--- config.mk ---
export PLATFORM = sky130hd
export DESIGN_NAME = rv32c_instruction_decoder_core
export DESIGN_NICKNAME = d
export VERILOG_FILES = /design/src/rtl/core/rv32cd_pkg.sv /design/src/rtl/core/rv32cd_classify.sv /design/src/rtl/core/rv32cd_fields.sv /design/src/rtl/core/rv32c_instruction_decoder_core.sv
export SDC_FILE = /design/constraint.sdc
export NUM_CORES = 1
export LEC_CHECK = 0
export ABC_CLOCK_PERIOD_IN_PS = 6750
export BUFFER_PORTS_ARGS = -buffer_cell sky130_fd_sc_hd__buf_2
export CAP_MARGIN = 20
export CORE_ASPECT_RATIO = 1.5
export CORE_MARGIN = 4
export CORE_UTILIZATION = 50
export DETAILED_ROUTE_END_ITERATION = 8
export PLACE_DENSITY = 0.77
export SYNTH_ARGS = -nofsm -noshare
export SYNTH_HDL_FRONTEND = slang
export SYNTH_SLANG_ARGS = --single-unit
--- constraint.sdc ---
create_clock -name clock -period 6.75 [get_ports clock]
set_input_delay 2.025 -clock clock [delete_from_list [all_inputs] [get_ports clock]]
set_output_delay 2.025 -clock clock [all_outputs]
set_load 0.02 [all_outputs]
--- src/rtl/core/rv32cd_pkg.sv ---
package rv32cd_pkg;

   localparam int HalfwordWidth = 16;
   localparam int OperationWidth = 5;
   localparam int FormatWidth = 4;
   localparam int RegWidth = 5;
   localparam int ImmWidth = 18;

   typedef logic [HalfwordWidth-1:0]  halfword_type;
   typedef logic [OperationWidth-1:0] operation_type;
   typedef logic [FormatWidth-1:0]    format_type;
   typedef logic [RegWidth-1:0]       reg_num_type;
   typedef logic signed [ImmWidth-1:0] imm_type;

   typedef struct packed {
      operation_type operation;
      format_type    format;
   } class_type;

   localparam operation_type OP_ILLEGAL  = 5'd0;
   localparam operation_type OP_ADDI4SPN = 5'd1;
   localparam operation_type OP_LW       = 5'd2;
   localparam operation_type OP_SW       = 5'd3;
   localparam operation_type OP_NOP      = 5'd4;
   localparam operation_type OP_ADDI     = 5'd5;
   localparam operation_type OP_JAL      = 5'd6;
   localparam operation_type OP_LI       = 5'd7;
   localparam operation_type OP_ADDI16SP = 5'd8;
   localparam operation_type OP_LUI      = 5'd9;
   localparam operation_type OP_SRLI     = 5'd10;
   localparam operation_type OP_SRAI     = 5'd11;
   localparam operation_type OP_ANDI     = 5'd12;
   localparam operation_type OP_SUB      = 5'd13;
   localparam operation_type OP_XOR      = 5'd14;
   localparam operation_type OP_OR       = 5'd15;
   localparam operation_type OP_AND      = 5'd16;
   localparam operation_type OP_J        = 5'd17;
   localparam operation_type OP_BEQZ     = 5'd18;
   localparam operation_type OP_BNEZ     = 5'd19;
   localparam operation_type OP_SLLI     = 5'd20;
   localparam operation_type OP_LWSP     = 5'd21;
   localparam operation_type OP_JR       = 5'd22;
   localparam operation_type OP_MV       = 5'd23;
   localparam operation_type OP_EBREAK   = 5'd24;
   localparam operation_type OP_JALR     = 5'd25;
   localparam operation_type OP_ADD      = 5'd26;
   localparam operation_type OP_SWSP     = 5'd27;

   localparam format_type FMT_NONE      = 4'd0;
   localparam format_type FMT_CR        = 4'd1;
   localparam format_type FMT_CI        = 4'd2;
   localparam format_type FMT_CSS       = 4'd3;
   localparam format_type FMT_CIW       = 4'd4;
   localparam format_type FMT_CL        = 4'd5;
   localparam format_type FMT_CS        = 4'd6;
   localparam format_type FMT_CA        = 4'd7;
   localparam format_type FMT_CB_ARITH  = 4'd8;
   localparam format_type FMT_CB_BRANCH = 4'd9;
   localparam format_type FMT_CJ        = 4'd10;

   localparam logic [1:0] QUAD_0 = 2'd0;
   localparam logic [1:0] QUAD_1 = 2'd1;
   localparam logic [1:0] QUAD_2 = 2'd2;

   localparam reg_num_type REG_ZERO = 5'd0;
   localparam reg_num_type REG_RA   = 5'd1;
   localparam reg_num_type REG_SP   = 5'd2;

   localparam logic [1:0] CREG_BASE = 2'b01;

endpackage

--- src/rtl/core/rv32cd_classify.sv ---
module rv32cd_classify (
   input  rv32cd_pkg::halfword_type halfword,
   output rv32cd_pkg::class_type    cls
);

   logic [1:0] quad;
   logic [2:0] f3;
   logic [4:0] r_hi;
   logic [4:0] r_lo;
   logic       b12;
   logic       imm6_nz;

   assign quad    = halfword[1:0];
   assign f3      = halfword[15:13];
   assign r_hi    = halfword[11:7];
   assign r_lo    = halfword[6:2];
   assign b12     = halfword[12];
   assign imm6_nz = (b12 != 1'b0) || (r_lo != 5'd0);

   always_comb begin
      cls.operation = rv32cd_pkg::OP_ILLEGAL;
      cls.format    = rv32cd_pkg::FMT_NONE;
      case (quad)
         rv32cd_pkg::QUAD_0: begin
            case (f3)
               3'd0: begin
                  if (halfword[12:5] != 8'd0) begin
                     cls.operation = rv32cd_pkg::OP_ADDI4SPN;
                     cls.format    = rv32cd_pkg::FMT_CIW;
                  end
               end
               3'd2: begin
                  cls.operation = rv32cd_pkg::OP_LW;
                  cls.format    = rv32cd_pkg::FMT_CL;
               end
               3'd6: begin
                  cls.operation = rv32cd_pkg::OP_SW;
                  cls.format    = rv32cd_pkg::FMT_CS;
               end
               default: ;
            endcase
         end
         rv32cd_pkg::QUAD_1: begin
            case (f3)
               3'd0: begin
                  if (r_hi == 5'd0) begin
                     if (!imm6_nz) begin
                        cls.operation = rv32cd_pkg::OP_NOP;
                        cls.format    = rv32cd_pkg::FMT_CI;
                     end
                  end else if (imm6_nz) begin
                     cls.operation = rv32cd_pkg::OP_ADDI;
                     cls.format    = rv32cd_pkg::FMT_CI;
                  end
               end
               3'd1: begin
                  cls.operation = rv32cd_pkg::OP_JAL;
                  cls.format    = rv32cd_pkg::FMT_CJ;
               end
               3'd5: begin
                  cls.operation = rv32cd_pkg::OP_J;
                  cls.format    = rv32cd_pkg::FMT_CJ;
               end
               3'd2: begin
                  if (r_hi != 5'd0) begin
                     cls.operation = rv32cd_pkg::OP_LI;
                     cls.format    = rv32cd_pkg::FMT_CI;
                  end
               end
               3'd3: begin
                  if (r_hi == rv32cd_pkg::REG_SP) begin
                     if ({b12, halfword[6:2]} != 6'd0) begin
                        cls.operation = rv32cd_pkg::OP_ADDI16SP;
                        cls.format    = rv32cd_pkg::FMT_CI;
                     end
                  end else if (r_hi != 5'd0 && imm6_nz) begin
                     cls.operation = rv32cd_pkg::OP_LUI;
                     cls.format    = rv32cd_pkg::FMT_CI;
                  end
               end
               3'd4: begin
                  case (halfword[11:10])
                     2'd0, 2'd1: begin
                        if (!b12 && r_lo != 5'd0) begin
                           cls.operation = halfword[10] ? rv32cd_pkg::OP_SRAI
                                                        : rv32cd_pkg::OP_SRLI;
                           cls.format    = rv32cd_pkg::FMT_CB_ARITH;
                        end
                     end
                     2'd2: begin
                        cls.operation = rv32cd_pkg::OP_ANDI;
                        cls.format    = rv32cd_pkg::FMT_CB_ARITH;
                     end
                     default: begin
                        if (!b12) begin
                           cls.operation = rv32cd_pkg::OP_SUB
                                           + rv32cd_pkg::operation_type'(halfword[6:5]);
                           cls.format    = rv32cd_pkg::FMT_CA;
                        end
                     end
                  endcase
               end
               3'd6: begin
                  cls.operation = rv32cd_pkg::OP_BEQZ;
                  cls.format    = rv32cd_pkg::FMT_CB_BRANCH;
               end
               default: begin
                  cls.operation = rv32cd_pkg::OP_BNEZ;
                  cls.format    = rv32cd_pkg::FMT_CB_BRANCH;
               end
            endcase
         end
         rv32cd_pkg::QUAD_2: begin
            case (f3)
               3'd0: begin
                  if (!b12 && r_hi != 5'd0 && r_lo != 5'd0) begin
                     cls.operation = rv32cd_pkg::OP_SLLI;
                     cls.format    = rv32cd_pkg::FMT_CI;
                  end
               end
               3'd2: begin
                  if (r_hi != 5'd0) begin
                     cls.operation = rv32cd_pkg::OP_LWSP;
                     cls.format    = rv32cd_pkg::FMT_CI;
                  end
               end
               3'd4: begin
                  if (!b12) begin
                     if (r_hi != 5'd0) begin
                        cls.operation = (r_lo == 5'd0) ? rv32cd_pkg::OP_JR
                                                       : rv32cd_pkg::OP_MV;
                        cls.format    = rv32cd_pkg::FMT_CR;
                     end
                  end else if (r_lo == 5'd0 && r_hi == 5'd0) begin
                     cls.operation = rv32cd_pkg::OP_EBREAK;
                     cls.format    = rv32cd_pkg::FMT_CR;
                  end else if (r_lo == 5'd0) begin
                     cls.operation = rv32cd_pkg::OP_JALR;
                     cls.format    = rv32cd_pkg::FMT_CR;
                  end else if (r_hi != 5'd0) begin
                     cls.operation = rv32cd_pkg::OP_ADD;
                     cls.format    = rv32cd_pkg::FMT_CR;
                  end
               end
               3'd6: begin
                  cls.operation = rv32cd_pkg::OP_SWSP;
                  cls.format    = rv32cd_pkg::FMT_CSS;
               end
               default: ;
            endcase
         end
         default: ;
      endcase
   end

endmodule

--- src/rtl/core/rv32cd_fields.sv ---
module rv32cd_fields (
   input  rv32cd_pkg::halfword_type  halfword,
   input  rv32cd_pkg::operation_type operation,
   output rv32cd_pkg::reg_num_type   dest_reg,
   output rv32cd_pkg::reg_num_type   src_reg_a,
   output rv32cd_pkg::reg_num_type   src_reg_b,
   output rv32cd_pkg::imm_type       immediate
);

   rv32cd_pkg::reg_num_type r_hi;
   rv32cd_pkg::reg_num_type r_lo;
   rv32cd_pkg::reg_num_type p_hi;
   rv32cd_pkg::reg_num_type p_lo;
   logic [17:0] imm6_s;
   logic [17:0] memoff;
   logic [17:0] cj_s;
   logic [17:0] cb_s;

   assign r_hi   = halfword[11:7];
   assign r_lo   = halfword[6:2];
   assign p_hi   = {rv32cd_pkg::CREG_BASE, halfword[9:7]};
   assign p_lo   = {rv32cd_pkg::CREG_BASE, halfword[4:2]};
   assign imm6_s = {{12{halfword[12]}}, halfword[12], halfword[6:2]};
   assign memoff = {11'd0, halfword[5], halfword[12:10], halfword[6], 2'b00};
   assign cj_s   = {{7{halfword[12]}}, halfword[8], halfword[10:9], halfword[6],
                    halfword[7], halfword[2], halfword[11], halfword[5:3], 1'b0};
   assign cb_s   = {{10{halfword[12]}}, halfword[6:5], halfword[2], halfword[11:10],
                    halfword[4:3], 1'b0};

   always_comb begin
      logic [17:0] imm;
      imm       = '0;
      dest_reg  = rv32cd_pkg::REG_ZERO;
      src_reg_a = rv32cd_pkg::REG_ZERO;
      src_reg_b = rv32cd_pkg::REG_ZERO;
      case (operation)
         rv32cd_pkg::OP_ADDI4SPN: begin
            dest_reg  = p_lo;
            src_reg_a = rv32cd_pkg::REG_SP;
            imm = {8'd0, halfword[10:7], halfword[12:11], halfword[5], halfword[6], 2'b00};
         end
         rv32cd_pkg::OP_LW: begin
            dest_reg  = p_lo;
            src_reg_a = p_hi;
            imm       = memoff;
         end
         rv32cd_pkg::OP_SW: begin
            src_reg_a = p_hi;
            src_reg_b = p_lo;
            imm       = memoff;
         end
         rv32cd_pkg::OP_ADDI: begin
            dest_reg  = r_hi;
            src_reg_a = r_hi;
            imm       = imm6_s;
         end
         rv32cd_pkg::OP_JAL: begin
            dest_reg = rv32cd_pkg::REG_RA;
            imm      = cj_s;
         end
         rv32cd_pkg::OP_J: begin
            imm = cj_s;
         end
         rv32cd_pkg::OP_LI: begin
            dest_reg = r_hi;
            imm      = imm6_s;
         end
         rv32cd_pkg::OP_ADDI16SP: begin
            dest_reg  = rv32cd_pkg::REG_SP;
            src_reg_a = rv32cd_pkg::REG_SP;
            imm = {{9{halfword[12]}}, halfword[4:3], halfword[5], halfword[2],
                   halfword[6], 4'd0};
         end
         rv32cd_pkg::OP_LUI: begin
            dest_reg = r_hi;
            imm      = {halfword[12], halfword[6:2], 12'd0};
         end
         rv32cd_pkg::OP_SRLI, rv32cd_pkg::OP_SRAI: begin
            dest_reg  = p_hi;
            src_reg_a = p_hi;
            imm       = {13'd0, r_lo};
         end
         rv32cd_pkg::OP_ANDI: begin
            dest_reg  = p_hi;
            src_reg_a = p_hi;
            imm       = imm6_s;
         end
         rv32cd_pkg::OP_SUB, rv32cd_pkg::OP_XOR, rv32cd_pkg::OP_OR,
         rv32cd_pkg::OP_AND: begin
            dest_reg  = p_hi;
            src_reg_a = p_hi;
            src_reg_b = p_lo;
         end
         rv32cd_pkg::OP_BEQZ, rv32cd_pkg::OP_BNEZ: begin
            src_reg_a = p_hi;
            imm       = cb_s;
         end
         rv32cd_pkg::OP_SLLI: begin
            dest_reg  = r_hi;
            src_reg_a = r_hi;
            imm       = {13'd0, r_lo};
         end
         rv32cd_pkg::OP_LWSP: begin
            dest_reg  = r_hi;
            src_reg_a = rv32cd_pkg::REG_SP;
            imm = {10'd0, halfword[3:2], halfword[12], halfword[6:4], 2'b00};
         end
         rv32cd_pkg::OP_JR: begin
            src_reg_a = r_hi;
         end
         rv32cd_pkg::OP_MV: begin
            dest_reg  = r_hi;
            src_reg_b = r_lo;
         end
         rv32cd_pkg::OP_JALR: begin
            dest_reg  = rv32cd_pkg::REG_RA;
            src_reg_a = r_hi;
         end
         rv32cd_pkg::OP_ADD: begin
            dest_reg  = r_hi;
            src_reg_a = r_hi;
            src_reg_b = r_lo;
         end
         rv32cd_pkg::OP_SWSP: begin
            src_reg_a = rv32cd_pkg::REG_SP;
            src_reg_b = r_lo;
            imm       = {10'd0, halfword[8:7], halfword[12:9], 2'b00};
         end
         default: ;
      endcase
      immediate = rv32cd_pkg::imm_type'(imm);
   end

endmodule

--- src/rtl/core/rv32c_instruction_decoder_core.sv ---
// channel   ports                                   direction
// req       req_valid, req_stall, req_halfword      word in
// rsp       rsp_valid, rsp_stall, rsp_operation,    word out
//           rsp_format, rsp_dest_reg, rsp_src_reg_a,
//           rsp_src_reg_b, rsp_immediate
//
// three register stages: input word, operation/format, register and immediate fields
// one word per cycle without rsp_stall; rsp_valid rises when the word reaches s3
// synchronous reset clears the stage valid bits only
// rsp_stall holds the output stage; a stage still advances into an empty one ahead
module rv32c_instruction_decoder_core (
   input  logic                          clock,
   input  logic                          reset,
   input  logic                          req_valid,
   output logic                          req_stall,
   input  rv32cd_pkg::halfword_type      req_halfword,
   output logic                          rsp_valid,
   input  logic                          rsp_stall,
   output rv32cd_pkg::operation_type     rsp_operation,
   output rv32cd_pkg::format_type        rsp_format,
   output rv32cd_pkg::reg_num_type       rsp_dest_reg,
   output rv32cd_pkg::reg_num_type       rsp_src_reg_a,
   output rv32cd_pkg::reg_num_type       rsp_src_reg_b,
   output rv32cd_pkg::imm_type           rsp_immediate
);

   logic                      s1_valid_ff;
   rv32cd_pkg::halfword_type  s1_word_ff;
   logic                      s2_valid_ff;
   rv32cd_pkg::halfword_type  s2_word_ff;
   rv32cd_pkg::class_type     s2_class_ff;
   rv32cd_pkg::class_type     s2_class_in;
   logic                      s3_valid_ff;
   rv32cd_pkg::class_type     s3_class_ff;
   rv32cd_pkg::reg_num_type   s3_dest_ff;
   rv32cd_pkg::reg_num_type   s3_src_a_ff;
   rv32cd_pkg::reg_num_type   s3_src_b_ff;
   rv32cd_pkg::imm_type       s3_imm_ff;
   rv32cd_pkg::reg_num_type   s3_dest_in;
   rv32cd_pkg::reg_num_type   s3_src_a_in;
   rv32cd_pkg::reg_num_type   s3_src_b_in;
   rv32cd_pkg::imm_type       s3_imm_in;
   logic                      adv1;
   logic                      adv2;
   logic                      adv3;

   assign adv3 = !s3_valid_ff || !rsp_stall;
   assign adv2 = !s2_valid_ff || adv3;
   assign adv1 = !s1_valid_ff || adv2;
   assign req_stall = !adv1;

   rv32cd_classify u_classify (
      .halfword (s1_word_ff),
      .cls      (s2_class_in)
   );

   rv32cd_fields u_fields (
      .halfword  (s2_word_ff),
      .operation (s2_class_ff.operation),
      .dest_reg  (s3_dest_in),
      .src_reg_a (s3_src_a_in),
      .src_reg_b (s3_src_b_in),
      .immediate (s3_imm_in)
   );

   always_ff @(posedge clock) begin
      if (reset) begin
         s1_valid_ff <= 1'b0;
         s2_valid_ff <= 1'b0;
         s3_valid_ff <= 1'b0;
      end else begin
         if (adv1) begin
            s1_valid_ff <= req_valid;
         end
         if (adv2) begin
            s2_valid_ff <= s1_valid_ff;
         end
         if (adv3) begin
            s3_valid_ff <= s2_valid_ff;
         end
      end
   end

   always_ff @(posedge clock) begin
      if (adv1 && req_valid) begin
         s1_word_ff <= req_halfword;
      end
      if (adv2 && s1_valid_ff) begin
         s2_word_ff  <= s1_word_ff;
         s2_class_ff <= s2_class_in;
      end
      if (adv3 && s2_valid_ff) begin
         s3_class_ff <= s2_class_ff;
         s3_dest_ff  <= s3_dest_in;
         s3_src_a_ff <= s3_src_a_in;
         s3_src_b_ff <= s3_src_b_in;
         s3_imm_ff   <= s3_imm_in;
      end
   end

   assign rsp_valid     = s3_valid_ff;
   assign rsp_operation = s3_class_ff.operation;
   assign rsp_format    = s3_class_ff.format;
   assign rsp_dest_reg  = s3_dest_ff;
   assign rsp_src_reg_a = s3_src_a_ff;
   assign rsp_src_reg_b = s3_src_b_ff;
   assign rsp_immediate = s3_imm_ff;

endmodule
# Word level (Yosys, flattened, before mapping)
# Index checks and enable logic that the tools add are counted.
# W data, S select, Z words.
[word_totals]
wordCells = 120
ff_bits = 83
[classes]
n_mux = 28
n_eq_ne = 36
n_addsub = 1
n_reduce_logical = 42
[ops]
columns = ["cell", "n"]
rows = [
  ["$pmux W18 S10", 1],
  ["$mux W9", 11],
  ["$pmux W9 S7", 1],
  ["$eq A5 B5 Y1 const B", 11],
  ["$pmux W9 S3", 2],
  ["$eq A5 B4 Y1 const B", 8],
  ["$pmux W9 S4", 1],
  ["$pmux W5 S5", 1],
  ["$mux W7", 3],
  ["$pmux W9 S2", 1],
  ["$mux W8", 2],
  ["$eq A5 B2 Y1 const B", 3],
  ["$eq A5 B3 Y1 const B", 3],
  ["$pmux W5 S3", 1],
  ["$reduce_or A7 Y1", 2],
  ["$reduce_or A2 Y1", 6],
  ["$reduce_or A11 Y1", 1],
  ["$logic_not A5 Y1", 2],
  ["$pmux W5 S2", 1],
  ["$reduce_bool A5 Y1", 2],
  ["$reduce_or A5 Y1", 2],
  ["$eq A3 B3 Y1 const B", 3],
  ["$reduce_or A3 Y1", 3],
  ["$logic_and A1 B1 Y1", 8],
  ["other kinds (15)", 28],
]

# Longest topological paths before layout
[logic_depth]
depth_word = 7
mapped_depth = 10

# Hierarchy
# A second synthesis with hierarchy kept.
[unflattened]
hier_cells = 411
area_unflattened_um2 = 4541.9
[by_module_without_submodules]
columns = ["module", "n_inst", "area_per_inst_um2", "cells_per_inst"]
rows = [
  ["rv32c_instruction_decoder_core", 1, 2613.8, 98],
  ["rv32cd_fields", 1, 1298.7, 211],
  ["rv32cd_classify", 1, 629.4, 102],
]

# Least setup slack after synthesis
# Ideal clock, no wire load.
[synth_timing]
path_kind = "input -> register"
from = "in rsp_stall"
to = "reg s3_dest_ff[0], in the netlist rsp_dest_reg[0] (enable)"
required_time_ps = 6245
setup_slack_ps = 1126
t_arrival_ps = 5118
path_stages = 1
setup_ps = 505
n_path_buf = 0
path_cell_list = "a21boi_0"
[synth_between]
elab_chain_cells = 3
[synth_rtl]
columns = ["element", "line_no", "source"]
rows = [
  ["start: declaration", "rv32c_instruction_decoder_core.sv:18", "input logic rsp_stall,"],
  ["$logic_not A1 Y1", "rv32c_instruction_decoder_core.sv:47", "assign adv3 = !s3_valid_ff || !rsp_stall;"],
  ["$logic_or A1 B1 Y1", "rv32c_instruction_decoder_core.sv:47", ""],
  ["$logic_and A1 B1 Y1", "rv32c_instruction_decoder_core.sv:92", "if (adv3 && s2_valid_ff) begin"],
  ["end signal: assignment", "rv32c_instruction_decoder_core.sv:94", "s3_dest_ff <= s3_dest_in;"],
  ["end: declaration", "rv32c_instruction_decoder_core.sv:35", "rv32cd_pkg::reg_num_type s3_dest_ff;"],
]
# No other way between the ends.
# A chain may end at the register's enable or synchronous reset.

# Worst setup path in the final report
[layout_timing]
from = "in rsp_stall"
to = "out req_stall"
[layout_between]
elab_chain_cells = 5
[layout_rtl]
columns = ["element", "line_no", "source"]
rows = [
  ["$logic_not A1 Y1", "rv32c_instruction_decoder_core.sv:47", ""],
  ["$logic_or A1 B1 Y1", "rv32c_instruction_decoder_core.sv:47", ""],
  ["$logic_or A1 B1 Y1", "rv32c_instruction_decoder_core.sv:48", "assign adv2 = !s2_valid_ff || adv3;"],
  ["$logic_or A1 B1 Y1", "rv32c_instruction_decoder_core.sv:49", "assign adv1 = !s1_valid_ff || adv2;"],
  ["$logic_not A1 Y1", "rv32c_instruction_decoder_core.sv:50", "assign req_stall = !adv1;"],
  ["end: declaration", "rv32c_instruction_decoder_core.sv:15", "output logic req_stall,"],
]
# No other way between the ends.

==> reports/results.txt <==
The initial cell density of the core was 0.5146; the highest net fanout along the worst path was 3. The mapped netlist covers 0.004329 mm2. On the final layout, the worst hold slack is 0.4172 ns. The data arrival at the endpoint of the critical path is 2.69 ns.

The die extent in y is 122.0 um. The logs give 2 for the number of buffers on the longest clock path and 0.3714 for the worst slew margin relative to its limit. Global-route wire length before repair: 16340 um. The run gives 7213 um as the detailed-placement wirelength estimate. The commonest cells after synthesis are 78 x sky130_fd_sc_hd__edfxtp_1, 37 x sky130_fd_sc_hd__nand2_1, 37 x sky130_fd_sc_hd__nor2_1, 34 x sky130_fd_sc_hd__o21ai_0, 30 x sky130_fd_sc_hd__a21oi_1. After clock tree synthesis, the clock-pin slew on the worst setup and hold paths is 0.06 ns. The tools report the startpoint type of the worst setup path as an input pin. The final wirelength is 10230 um, and the leftover overflow at the end of global routing is 0. The signal on the critical path passes through buf_2 > and3_1 > and2_1 > buf_2.

The cell occurring most often along the worst timing path is sky130_fd_sc_hd__buf_2. The chip width is 83.98 um, and the post-synthesis to final-layout area growth is 14.80%. Setup violations remaining at the end of the flow were counted as 0. Adding up every negative setup slack in the final design gives 0 ns. In this run the tool buffered the top-level ports with 63 buffer cells.

The H-tree was split into 3 levels. In this run the power density over the cells is 246.9 mW/mm2. The number of warnings reported in the yosys synthesis log was 0; the number of flip-flops under the largest register name was 18.

The number of nets handed over by synthesis was 439. The post-synthesis async set-or-reset flop share works out to 0. The worst-case clock skew is 0.004676 ns, and the floorplan die area is 0.01024 mm2.

Sorting the synthesized cells by area gives the leading types as sky130_fd_sc_hd__edfxtp_1 54%, sky130_fd_sc_hd__o21ai_0 3.9%, sky130_fd_sc_hd__a21oi_1 3.5%. The count of flip-flops with a built-in enable after synthesis works out to 78. The final-stage net count was 488; the shortest clock period the worst path allows after layout was 4.717 ns. The routability-driven placement congestion ratio came out at 0.9298.

Number of global-route vias before repair: 3311. For this design, the CTS-stage hold fixing added 0 buffers. The slowest stage of the critical path belongs to the cell sky130_fd_sc_hd__and3_1.

The largest voltage drop on the vdd net was 178.6 uV. In this run the worst hold path is classified as register to register. The fraction of layout cells with a size suffix above 1 came out at 0.2149.

Entering global routing, the biggest net connects 47 pins. For the antenna diode instance count, the log shows 0. Clock tree synthesis inserted a total of 9 buffers.

The flow ran to the end, and the final reports show no timing, DRC or antenna violations. Clock insertion delay at the later pin of the skew report: 0.33 ns. Yosys instantiated no cell more often than sky130_fd_sc_hd__edfxtp_1. The number of hold-slack violations in the final timing report came out at 0. For the highest achievable clock rate, the log shows 212.0 MHz. Combined global-route utilization of all metal layers: 0.2013. In this run the standard cell core region covers 0.008413 mm2. Synthesis inferred 81 register bits. With fillers left out, the area of the finished cells amounts to 0.004970 mm2. Synthesis produced 416 cells. Across the run, the number of max-cap violations was 0. Count of unresolved DRC violations after routing: 0.

In this run the static leakage power is 1.793 nW. The logs give 0.5549 for the part of the Yosys area used for sequential elements and 0 for the post-CTS resize count. The filler cells instantiated in the layout total 715. Pin placement for this block handled 64 I/O pins. The cell taking the most area after synthesis was sky130_fd_sc_hd__edfxtp_1. The vias after detailed routing is 3578, and the final cycle utilization of the critical path is 0.6988. STA classifies the critical path endpoint as an output pin. For the pin with the worst max-slew slack, the measured transition is 0.9430 ns.

The category of the critical setup timing path is input pin to output pin. At the worst endpoint, the required time is 4.72 ns. The tools report the cell area after placement as 0.004690 mm2. TritonCTS built the clock tree. Placement row count: 41. Setup repair after global routing left no endpoint under its margin.

For the non-filler instance count after layout, the log shows 577. The leading register cell type out of synthesis is sky130_fd_sc_hd__edfxtp_1. The area share of the largest cell type after synthesis is 0.5410. The first routing iteration left 681 violations.

The mean instance size in the synthesized netlist is 10.41 um2, and the number of unique standard cell types used by synthesis is 65. For this run, the slowest stage of the critical path takes 0.20 ns. The final antenna-violating net count was 0. CTS saw 81 sinks. Initial antenna violation count: 0.

Once the clock tree was built, the setup fixing pass inserted 0 buffers. The max-slew violation count is 0. The tree is rooted in a sky130_fd_sc_hd__clkbuf_16.

Before antenna repair, the detailed router went through 6 iterations. The routed length per placed instance came out at 17.73 um. After detailed placement, the design holds a cell count of 561.

The number of vias per cell after detailed routing came out at 6.201.
==> metal layers <==
| metal | vias up | track usage | routed length, um |
|---|---|---|---|
| li1 | 1675 | - | - |
| met3 | 57 | 0.03857 | 845 |
| met2 | 212 | 0.3541 | 5201 |
| met5 | - | 0 | 0 |
| met4 | 0 | 0.1368 | 635 |
| met1 | 1634 | 0.2179 | 3546 |
==> cells by family after synthesis <==
kind of cell / after synthesis / share of synthesized area
simple gates: 144 / 0.1676
xor+xnor: 1 / 0.002023
buf+inv: 46 / 0.04740
flops: 81 / 0.5549
fa+ha+maj: 3 / 0.008671
compound gates: 138 / 0.2118
mux: 3 / 0.007514
==> metrics by stage <==
stage	power, W	setup slack [ns]	util
floorplan	0.0007416	1.126	-
global placement	0.0007883	2.042	0.5574
detailed placement	0.0007891	2.040	0.5574
CTS	0.001231	2.035	0.5907
global route	0.001274	1.995	0.5907
finish	0.001227	2.033	0.5907
==> worst paths after layout <==
path	startpoint	to	slack, ns	cells after the start
worst max-delay path	rsp_stall	req_stall	2.03	4
worst min register to register	s2_class_ff[3]	rsp_format[3]	0.42	0
worst min-delay path	s2_class_ff[3]	rsp_format[3]	0.42	0
worst max register to register	s1_word_ff[11]	s2_class_ff[1]	4.12	9
==> final cells by class <==
type,count,area (um2),area share
Multi-Input combinational cell,289,1733,0.3487
Clock inverter,7,55.05,0.01108
Clock buffer,9,225.2,0.04532
Inverter,14,52.55,0.01057
Sequential cell,81,2402,0.4834
Timing Repair Buffer,70,367.9,0.07402
Tap cell,107,133.9,0.02694
==> placed cells by master (no fill, tap or decap), types with 4 or more instances in the layout <==
cell type / n
sky130_fd_sc_hd__buf_2: 63
sky130_fd_sc_hd__nand2_1: 37
sky130_fd_sc_hd__buf_4: 7
sky130_fd_sc_hd__o32ai_1: 4
sky130_fd_sc_hd__nor2_1: 37
sky130_fd_sc_hd__a31oi_1: 5
sky130_fd_sc_hd__nor4_1: 4
sky130_fd_sc_hd__nor2b_1: 12
sky130_fd_sc_hd__nor3_1: 13
sky130_fd_sc_hd__nand4_1: 4
sky130_fd_sc_hd__edfxtp_1: 78
sky130_fd_sc_hd__o221ai_1: 5
sky130_fd_sc_hd__o211ai_1: 6
sky130_fd_sc_hd__nand3_1: 10
sky130_fd_sc_hd__a32oi_1: 4
sky130_fd_sc_hd__a21oi_1: 30
sky130_fd_sc_hd__a21o_1: 10
sky130_fd_sc_hd__nand2b_1: 9
sky130_fd_sc_hd__inv_1: 11
sky130_fd_sc_hd__o21ai_0: 34
sky130_fd_sc_hd__clkbuf_16: 9
sky130_fd_sc_hd__o21a_1: 4
==> where the power goes <==
group	internal (W)	switching [W]	total (W)	leakage, nW
combinational	0.0000610	0.000106	0.000167	0.928
clock	0.000251	0.000193	0.000444	0.132
sequential	0.000585	0.0000315	0.000616	0.733
==> worst max-delay path: cells and delay by family <==
kind,cells,cell delay [ns]
simple gates,2,0.38
buf+inv,2,0.29
No activity file was read; power rests on OpenSTA's default activity.
